===== config.mk =====
export PLATFORM = sky130hd
export DESIGN_NAME = nbpsc_ctrl
export DESIGN_NICKNAME = d
export VERILOG_FILES = /design/src/rtl/nbpsc_pkg.sv /design/src/rtl/nbpsc_ctrl.sv
export SDC_FILE = /design/constraint.sdc
export NUM_CORES = 1
export LEC_CHECK = 0
export BUFFER_PORTS_ARGS = -buffer_cell sky130_fd_sc_hd__buf_2
export CAP_MARGIN = 20
export CORE_AREA = 8 8 167 137
export CTS_CLUSTER_SIZE = 30
export DETAILED_ROUTE_END_ITERATION = 10
export DIE_AREA = 0 0 175 145
export GPL_TIMING_DRIVEN = 0
export PLACE_DENSITY = 0.59
export SYNTH_ARGS = -nofsm -noshare
export SYNTH_HDL_FRONTEND = slang
export SYNTH_SLANG_ARGS = --single-unit

===== constraint.sdc =====
create_clock -name i_clk -period 10.4 [get_ports i_clk]
set_input_delay 1.04 -clock i_clk [delete_from_list [all_inputs] [get_ports i_clk]]
set_output_delay 1.04 -clock i_clk [all_outputs]
set_load 0.05 [all_outputs]

===== src/rtl/nbpsc_pkg.sv =====
// ----------------------------------------------------------------------------
// nbpsc_pkg
// Shared constants, types and helpers of the non-binary polar SC decoder.
// ----------------------------------------------------------------------------
package nbpsc_pkg;

    // code geometry
    localparam int CODE_LENGTH = 64;
    localparam int FIELD_SIZE  = 64;
    localparam int COST_WIDTH  = 16;

    localparam int DEPTH    = $clog2(CODE_LENGTH);
    localparam int SYM_W    = $clog2(FIELD_SIZE);
    localparam int ROWS     = 2 * CODE_LENGTH - 1;
    localparam int ROW_AW   = $clog2(ROWS);
    localparam int LVL_W    = $clog2(DEPTH + 1);
    localparam int SWP_W    = $clog2(SYM_W + 1);
    localparam int LOAD_W   = $clog2(CODE_LENGTH * FIELD_SIZE);
    localparam int VEC_W    = DEPTH - 1;

    // port field widths
    localparam int MASK_W       = 64;
    localparam int MASK_IW      = $clog2(MASK_W);
    localparam int IN_W         = 16;
    localparam int OUT_FIELD_W  = 6;
    localparam int OUT_TDATA_W  = 16;

    localparam logic [COST_WIDTH-1:0] COST_MAX = '1;

    // controller states
    typedef enum logic [4:0] {
        ST_LOAD,
        ST_PLAN,
        ST_F_RA,
        ST_F_RB,
        ST_F_LB,
        ST_F_RUN,
        ST_F_WR,
        ST_G_RA,
        ST_G_RB,
        ST_G_LB,
        ST_G_SW,
        ST_G_SUM,
        ST_G_MIN,
        ST_G_WR,
        ST_C_RD,
        ST_C_WR,
        ST_L_RD,
        ST_L_SCAN,
        ST_L_WR,
        ST_O_RD,
        ST_O_LD,
        ST_O_WT
    } t_state;

    // commands from controller to datapath
    typedef struct packed {
        logic              row_rd;
        logic              row_wr;
        logic              wr_sub;
        logic [ROW_AW-1:0] row_addr;
        logic              load_we;
        logic [SYM_W-1:0]  idx;
        logic              ld_a;
        logic              ld_b;
        logic              acc_init;
        logic              f_step;
        logic              swap_en;
        logic              swap_d;
        logic [SWP_W-1:0]  swap_bit;
        logic              g_sum;
        logic              min_step;
        logic              arg_step;
        logic              ps_rd;
        logic [DEPTH-1:0]  ps_addr0;
        logic [DEPTH-1:0]  ps_addr1;
        logic              ps_wr;
        logic              ps_leaf;
        logic [DEPTH-1:0]  ps_waddr;
        logic              leaf_frozen;
        logic              dec_rd;
        logic              dec_wr;
        logic [DEPTH-1:0]  dec_addr;
        logic              out_load;
        logic              out_last;
    } t_cmd;

    // first row of the cost vectors of one tree level
    function automatic logic [ROW_AW-1:0] row_base(input logic [LVL_W-1:0] lv);
        int b;
        b = 2 * CODE_LENGTH - ((2 * CODE_LENGTH) >> lv);
        return ROW_AW'(b);
    endfunction

endpackage


===== src/rtl/nbpsc_ctrl.sv =====
// ----------------------------------------------------------------------------
// nbpsc_ctrl
// Sequencer for loading, the depth-first tree walk and result readout.
// ----------------------------------------------------------------------------
module nbpsc_ctrl import nbpsc_pkg::*; (
    input  logic              i_clk,
    input  logic              i_rst_n,
    input  logic              i_cfg_we,
    input  logic [MASK_W-1:0] i_cfg_wdata,
    input  logic              i_in_valid,
    input  logic              i_in_last,
    output logic              o_in_ready,
    input  logic              i_out_done,
    output t_cmd              o_cmd
);

    t_state             r_state, n_state;
    logic [DEPTH-1:0]   r_s, n_s;
    logic [LVL_W-1:0]   r_lv, n_lv;
    logic [VEC_W-1:0]   r_i, n_i;
    logic [SYM_W-1:0]   r_cnt, n_cnt;
    logic [LOAD_W-1:0]  r_load, n_load;
    logic [DEPTH-1:0]   r_p, n_p;
    logic [MASK_W-1:0]  r_frozen;

    logic [DEPTH-1:0]   half;
    logic [DEPTH-1:0]   node_pos;
    logic [DEPTH-1:0]   first;
    logic [DEPTH-1:0]   mask;
    logic [DEPTH-1:0]   tz;
    logic [LVL_W-1:0]   gl;
    logic [SWP_W-1:0]   ones;
    logic               vec_last;
    logic [ROW_AW-1:0]  row_a;
    logic [ROW_AW-1:0]  row_b;
    logic [ROW_AW-1:0]  row_w;

    // frozen mask register
    always_ff @(posedge i_clk) begin
        if (!i_rst_n) begin
            r_frozen <= '0;
        end else if (i_cfg_we) begin
            r_frozen <= i_cfg_wdata;
        end
    end

    // state and counters
    always_ff @(posedge i_clk) begin
        if (!i_rst_n) begin
            r_state <= ST_LOAD;
            r_s     <= '0;
            r_lv    <= '0;
            r_i     <= '0;
            r_cnt   <= '0;
            r_load  <= '0;
            r_p     <= '0;
        end else begin
            r_state <= n_state;
            r_s     <= n_s;
            r_lv    <= n_lv;
            r_i     <= n_i;
            r_cnt   <= n_cnt;
            r_load  <= n_load;
            r_p     <= n_p;
        end
    end

    // addressing of the current node and vector
    always_comb begin
        half     = DEPTH'(CODE_LENGTH >> (int'(r_lv) + 1));
        node_pos = (r_state == ST_C_RD || r_state == ST_C_WR) ? r_s - DEPTH'(1) : r_s;
        mask     = DEPTH'((1 << (DEPTH - int'(r_lv))) - 1);
        first    = node_pos & ~mask;
        vec_last = (DEPTH'(r_i) == half - DEPTH'(1));
        row_a    = row_base(r_lv) + ROW_AW'(r_i);
        row_b    = row_a + ROW_AW'(half);
        row_w    = row_base(LVL_W'(r_lv + 1'b1)) + ROW_AW'(r_i);
        // level of the g step that precedes the current leaf
        tz = '0;
        for (int k = DEPTH - 1; k >= 0; k--) begin
            if (r_s[k]) tz = DEPTH'(k);
        end
        gl = LVL_W'(DEPTH - 1) - LVL_W'(tz);
        // bit that the Gray-code sweep flips after this step
        ones = SWP_W'(SYM_W);
        for (int k = SYM_W - 1; k >= 0; k--) begin
            if (!r_cnt[k]) ones = SWP_W'(k);
        end
    end

    // next state and commands
    always_comb begin
        n_state = r_state;
        n_s     = r_s;
        n_lv    = r_lv;
        n_i     = r_i;
        n_cnt   = r_cnt;
        n_load  = r_load;
        n_p     = r_p;
        o_in_ready = 1'b0;
        o_cmd = '0;

        unique case (r_state)
            ST_LOAD: begin
                o_in_ready = 1'b1;
                o_cmd.row_addr = ROW_AW'(r_load >> SYM_W);
                o_cmd.idx      = r_load[SYM_W-1:0];
                if (i_in_valid) begin
                    o_cmd.load_we = 1'b1;
                    n_load = r_load + 1'b1;
                    if (i_in_last) begin
                        n_load  = '0;
                        n_s     = '0;
                        n_state = ST_PLAN;
                    end
                end
            end
            ST_PLAN: begin
                n_i = '0;
                if (r_s == '0) begin
                    n_lv    = '0;
                    n_state = ST_F_RA;
                end else begin
                    n_lv    = LVL_W'(DEPTH - 1);
                    n_state = (gl == LVL_W'(DEPTH - 1)) ? ST_G_RA : ST_C_RD;
                end
            end
            // f: min-sum convolution of two vectors
            ST_F_RA: begin
                o_cmd.row_rd   = 1'b1;
                o_cmd.row_addr = row_a;
                n_state = ST_F_RB;
            end
            ST_F_RB: begin
                o_cmd.ld_a     = 1'b1;
                o_cmd.row_rd   = 1'b1;
                o_cmd.row_addr = row_b;
                n_state = ST_F_LB;
            end
            ST_F_LB: begin
                o_cmd.ld_b     = 1'b1;
                o_cmd.acc_init = 1'b1;
                n_cnt   = '0;
                n_state = ST_F_RUN;
            end
            ST_F_RUN: begin
                o_cmd.f_step   = 1'b1;
                o_cmd.idx      = r_cnt ^ (r_cnt >> 1);
                o_cmd.swap_en  = (r_cnt != SYM_W'(FIELD_SIZE - 1));
                o_cmd.swap_bit = ones;
                n_cnt = r_cnt + 1'b1;
                if (r_cnt == SYM_W'(FIELD_SIZE - 1)) n_state = ST_F_WR;
            end
            ST_F_WR, ST_G_WR: begin
                o_cmd.row_wr   = 1'b1;
                o_cmd.row_addr = row_w;
                o_cmd.wr_sub   = (r_state == ST_G_WR);
                if (!vec_last) begin
                    n_i     = r_i + 1'b1;
                    n_state = (r_state == ST_G_WR) ? ST_G_RA : ST_F_RA;
                end else if (r_lv == LVL_W'(DEPTH - 1)) begin
                    n_state = ST_L_RD;
                end else begin
                    n_i     = '0;
                    n_lv    = r_lv + 1'b1;
                    n_state = ST_F_RA;
                end
            end
            // g: add with the left decision applied, then normalise
            ST_G_RA: begin
                o_cmd.row_rd   = 1'b1;
                o_cmd.row_addr = row_a;
                o_cmd.ps_rd    = 1'b1;
                o_cmd.ps_addr0 = first + DEPTH'(r_i);
                o_cmd.ps_addr1 = first + DEPTH'(r_i);
                n_state = ST_G_RB;
            end
            ST_G_RB: begin
                o_cmd.ld_a     = 1'b1;
                o_cmd.row_rd   = 1'b1;
                o_cmd.row_addr = row_b;
                n_state = ST_G_LB;
            end
            ST_G_LB: begin
                o_cmd.ld_b = 1'b1;
                n_cnt   = '0;
                n_state = ST_G_SW;
            end
            ST_G_SW: begin
                o_cmd.swap_d   = 1'b1;
                o_cmd.swap_bit = SWP_W'(r_cnt);
                n_cnt = r_cnt + 1'b1;
                if (r_cnt == SYM_W'(SYM_W - 1)) n_state = ST_G_SUM;
            end
            ST_G_SUM: begin
                o_cmd.g_sum = 1'b1;
                n_cnt   = '0;
                n_state = ST_G_MIN;
            end
            ST_G_MIN: begin
                o_cmd.min_step = 1'b1;
                o_cmd.idx      = r_cnt;
                n_cnt = r_cnt + 1'b1;
                if (r_cnt == SYM_W'(FIELD_SIZE - 1)) n_state = ST_G_WR;
            end
            // partial-sum combine of a finished node
            ST_C_RD: begin
                o_cmd.ps_rd    = 1'b1;
                o_cmd.ps_addr0 = first + DEPTH'(r_i);
                o_cmd.ps_addr1 = first + half + DEPTH'(r_i);
                n_state = ST_C_WR;
            end
            ST_C_WR: begin
                o_cmd.ps_wr    = 1'b1;
                o_cmd.ps_waddr = first + DEPTH'(r_i);
                if (!vec_last) begin
                    n_i     = r_i + 1'b1;
                    n_state = ST_C_RD;
                end else begin
                    n_i     = '0;
                    n_lv    = r_lv - 1'b1;
                    n_state = (r_lv - 1'b1 == gl) ? ST_G_RA : ST_C_RD;
                end
            end
            // leaf decision
            ST_L_RD: begin
                o_cmd.row_rd   = 1'b1;
                o_cmd.row_addr = row_base(LVL_W'(DEPTH));
                n_cnt   = '0;
                n_state = ST_L_SCAN;
            end
            ST_L_SCAN: begin
                o_cmd.arg_step = 1'b1;
                o_cmd.idx      = r_cnt;
                n_cnt = r_cnt + 1'b1;
                if (r_cnt == SYM_W'(FIELD_SIZE - 1)) n_state = ST_L_WR;
            end
            ST_L_WR: begin
                o_cmd.ps_wr       = 1'b1;
                o_cmd.ps_leaf     = 1'b1;
                o_cmd.ps_waddr    = r_s;
                o_cmd.dec_wr      = 1'b1;
                o_cmd.dec_addr    = r_s;
                o_cmd.leaf_frozen = (int'(r_s) < MASK_W) && r_frozen[MASK_IW'(r_s)];
                if (r_s == DEPTH'(CODE_LENGTH - 1)) begin
                    n_p     = '0;
                    n_state = ST_O_RD;
                end else begin
                    n_s     = r_s + 1'b1;
                    n_state = ST_PLAN;
                end
            end
            // results in position order
            ST_O_RD: begin
                o_cmd.dec_rd   = 1'b1;
                o_cmd.dec_addr = r_p;
                n_state = ST_O_LD;
            end
            ST_O_LD: begin
                o_cmd.out_load = 1'b1;
                o_cmd.dec_addr = r_p;
                o_cmd.out_last = (r_p == DEPTH'(CODE_LENGTH - 1));
                n_state = ST_O_WT;
            end
            ST_O_WT: begin
                if (i_out_done) begin
                    if (r_p == DEPTH'(CODE_LENGTH - 1)) begin
                        n_state = ST_LOAD;
                    end else begin
                        n_p     = r_p + 1'b1;
                        n_state = ST_O_RD;
                    end
                end
            end
            default: begin
                n_state = ST_LOAD;
            end
        endcase
    end

endmodule


==> impl_metrics.csv <==
group,metric,value,unit
setup_path,cp-start-kind,"flop",
yosys,synth_top_area_frac,0.270,
yosys,synthesis.area,7930,um^2
sta,hold_viol_final,0,
power,cellPowerDensity,183,nW/um^2
layout,final_cell_mix,"buf_2, dfxtp_1, nor2b_1",
floorplanning,die_w,175,um
layout,area_delta_synth_final,16.2,%
yosys,ys_types,75,
outcome,status,"completed",
clock_tree,tritoncts,"built",
sta,rsz0062_at_grt,"false",
yosys,yosys.area.top_type,"dfxtp_1",
sta,worstMarginPinSlew,0.835,ns
power,leakage,4.20,nW
routing,avgViaCountPerCell,5.21,
setup_path,required,9.36,ns
routing,drt_iter0_drc,483,
power,clockPowerShare,0.208,
clock_tree,cts_buffers,9,
clock_tree,hold_buffers,0,
floorplanning,initial_core_util,0.391,
routing,vias,6855,
clock_tree,clk_latency,0.37,ns
clock_tree,cts_root_buffer,"clkbuf_16",
clock_tree,clockBufferDepth,2,
setup_path,cp_max_fo,10,
placement,io_buffers,130,
yosys,syn_avg_cell_area,8.80,um^2
layout,nFillCells,2068,
global_route,grt.total_usage,0.178,
power,share_comb_of_total_power,0.510,
yosys,synth_area_leaders,"dfxtp_1, mux2i_1, ha_1, nor2b_1, mux4_1",
setup_path,crit_type,"reg2out",
layout,mostFrequentLayoutCell,"buf_2",
sta,max_clock_freq,180,MHz
yosys,synth_edf_count,0,
yosys,synth_nets,1033,
layout,antenna_cells,0,
global_route,grt_pass1_vias,6803,
power,switchingPower,0.764,mW
routing,routed_wl,22900,um
routing,wl_per_cell,17.4,um
power,vdd_drop_max,137,uV
global_route,grt_pass1_wl,36900,um
sta,finalCriticalPeriod,5.56,ns
layout,final_nets,1174,
routing,firstDrtPassIters,5,
sta,maxSlewViolCount,0,
routing,ant_nets,0,
placement,globalplace.congestion,0.886,
clock_tree,cts-resized-gates,0,
placement,place_inst,1300,
sta,setup_viol,0,
placement,dp.final_hpwl,18300,um
floorplanning,core-area,20300,um^2
job,drv_cap,0,
floorplanning,rows,47,
sta,tns,0,ns
global_route,grt_max_degree,21,
routing,route.detailed.drc,0,
layout,post-route-util,0.454,
min_path,hold_class,"reg2reg",
layout,final_cell_area,9210,um^2
yosys,ys_ff_latch,107,
layout,drive_above_1_share,0.181,
setup_path,cp_data_arrival_time,4.52,ns
floorplanning,dieArea,25400,um^2
yosys,postSynth.asyncResetShare,0,
power,pwr-share-seq,0.283,
floorplanning,die_h,145,um
sta,fin_skew,0.00764,ns
clock_tree,cts.clk_slew.worst_paths,0.08,ns
yosys,synthCells,901,
yosys,ys_warn_count,0,
power,p_int,0.923,mW
clock_tree,post-cts-setup-buffers,0,
sta,whs,0.516,ns
sta,relSlewSlack,0.438,
placement,placed_area,8910,um^2
floorplanning,io-pin-count,132,
clock_tree,cts_sinks,107,
power,switching_share,0.453,
global_route,antenna_found_initial,5,
setup_path,critical_path.endpoint_type,"primary output",
sta,finalCritPeriodShare,0.535,
yosys,ys.flop_type,"dfxtp_1",
clock_tree,h-tree-depth,3,
layout,fin_cells,1316,
yosys,ys_seq_area_frac,0.270,
global_route,grt_overflow,0,
[Yosys cell counts (22+ instances only)]
master    number
a21oi_1       32
clkbuf_1      28
dfxtp_1      107
ha_1          52
inv_1         42
mux2i_1       68
nand2_1       68
nand3_1       22
nor2_1        62
nor2b_1       80
xnor2_1       24
xor2_1        32
[registers in the layout (all words and copies together), names as in the netlist]
register / count
r_load: 12
r_cnt: 6
r_frozen: 64
r_s: 6
r_state: 5
r_p: 6
r_i: 5
r_lv: 3
[worst paths after layout]
kind / slack [ns] / cells past startpoint / end / from
setup / recovery: 4.84 / 18 / o_cmd[24] / r_lv[0]
hold / removal: 0.52 / 2 / r_frozen[59] / r_frozen[59]
setup reg to reg: 7.49 / 9 / r_i[4] / r_lv[2]
hold reg to reg: 0.52 / 2 / r_frozen[59] / r_frozen[59]
[through the flow]
stage                     setup WS (ns)  total power, mW
after floorplan                    5.37             1.13
after global placement             5.32             1.33
after detailed placement           5.25             1.34
after CTS                          4.85             1.69
after global routing               4.54             1.80
final                              4.84             1.69
[final cells by class]
class | count | area, um^2 | area share
buffer | 52 | 250 | 0.0272
clock buffer | 10 | 229 | 0.0249
clock inverter | 6 | 65.1 | 0.00707
inverter | 48 | 183 | 0.0198
multi-input combinational | 694 | 5350 | 0.581
sequential | 107 | 2140 | 0.233
tap | 269 | 337 | 0.0366
timing repair buffer | 130 | 651 | 0.0707
[worst max-delay path: stages, from the launching register on]
cell and delay [ns]:
dfxtp_1 0.50, inv_1 0.21, ha_1 0.34, clkbuf_1 0.35, nand3_1 0.14, ha_1 0.31
o211ai_1 0.17, fa_1 0.48, inv_1 0.07, ha_1 0.16, inv_1 0.05, fa_1 0.41
inv_1 0.07, a21o_1 0.10, a21oi_1 0.07, xnor2_1 0.19, xnor2_1 0.09, o22ai_1 0.13
buf_2 0.29
[power groups by stage]
stage	Combinational, mW	Sequential, mW	Clock (mW)
6_report	0.860	0.477	0.350
5_1_grt	0.945	0.482	0.376
4_1_cts	0.856	0.476	0.360
3_5_place_dp	0.852	0.486	0
3_3_place_gp	0.847	0.486	0
2_1_floorplan	0.656	0.474	0
[routing by layer]
layer / share of wire / routed length (um) / global-route usage
met5: 0.0024 / 56 / 0
met4: 0.011 / 250 / 0.0381
met3: 0.078 / 1780 / 0.0586
met2: 0.43 / 9750 / 0.262
met1: 0.48 / 11100 / 0.249
[cells by family after synthesis]
kind of cell | after synthesis | share of synthesized area
flip-flops | 107 | 0.270
adder cells (fa/ha/maj) | 62 | 0.107
multiplexers | 88 | 0.147
XOR/XNOR | 56 | 0.0619
buffers and inverters | 100 | 0.0546
AO/OA/AOI/OAI | 169 | 0.149
AND/OR/NAND/NOR | 319 | 0.210
No activity file was read; power rests on OpenSTA's default activity.
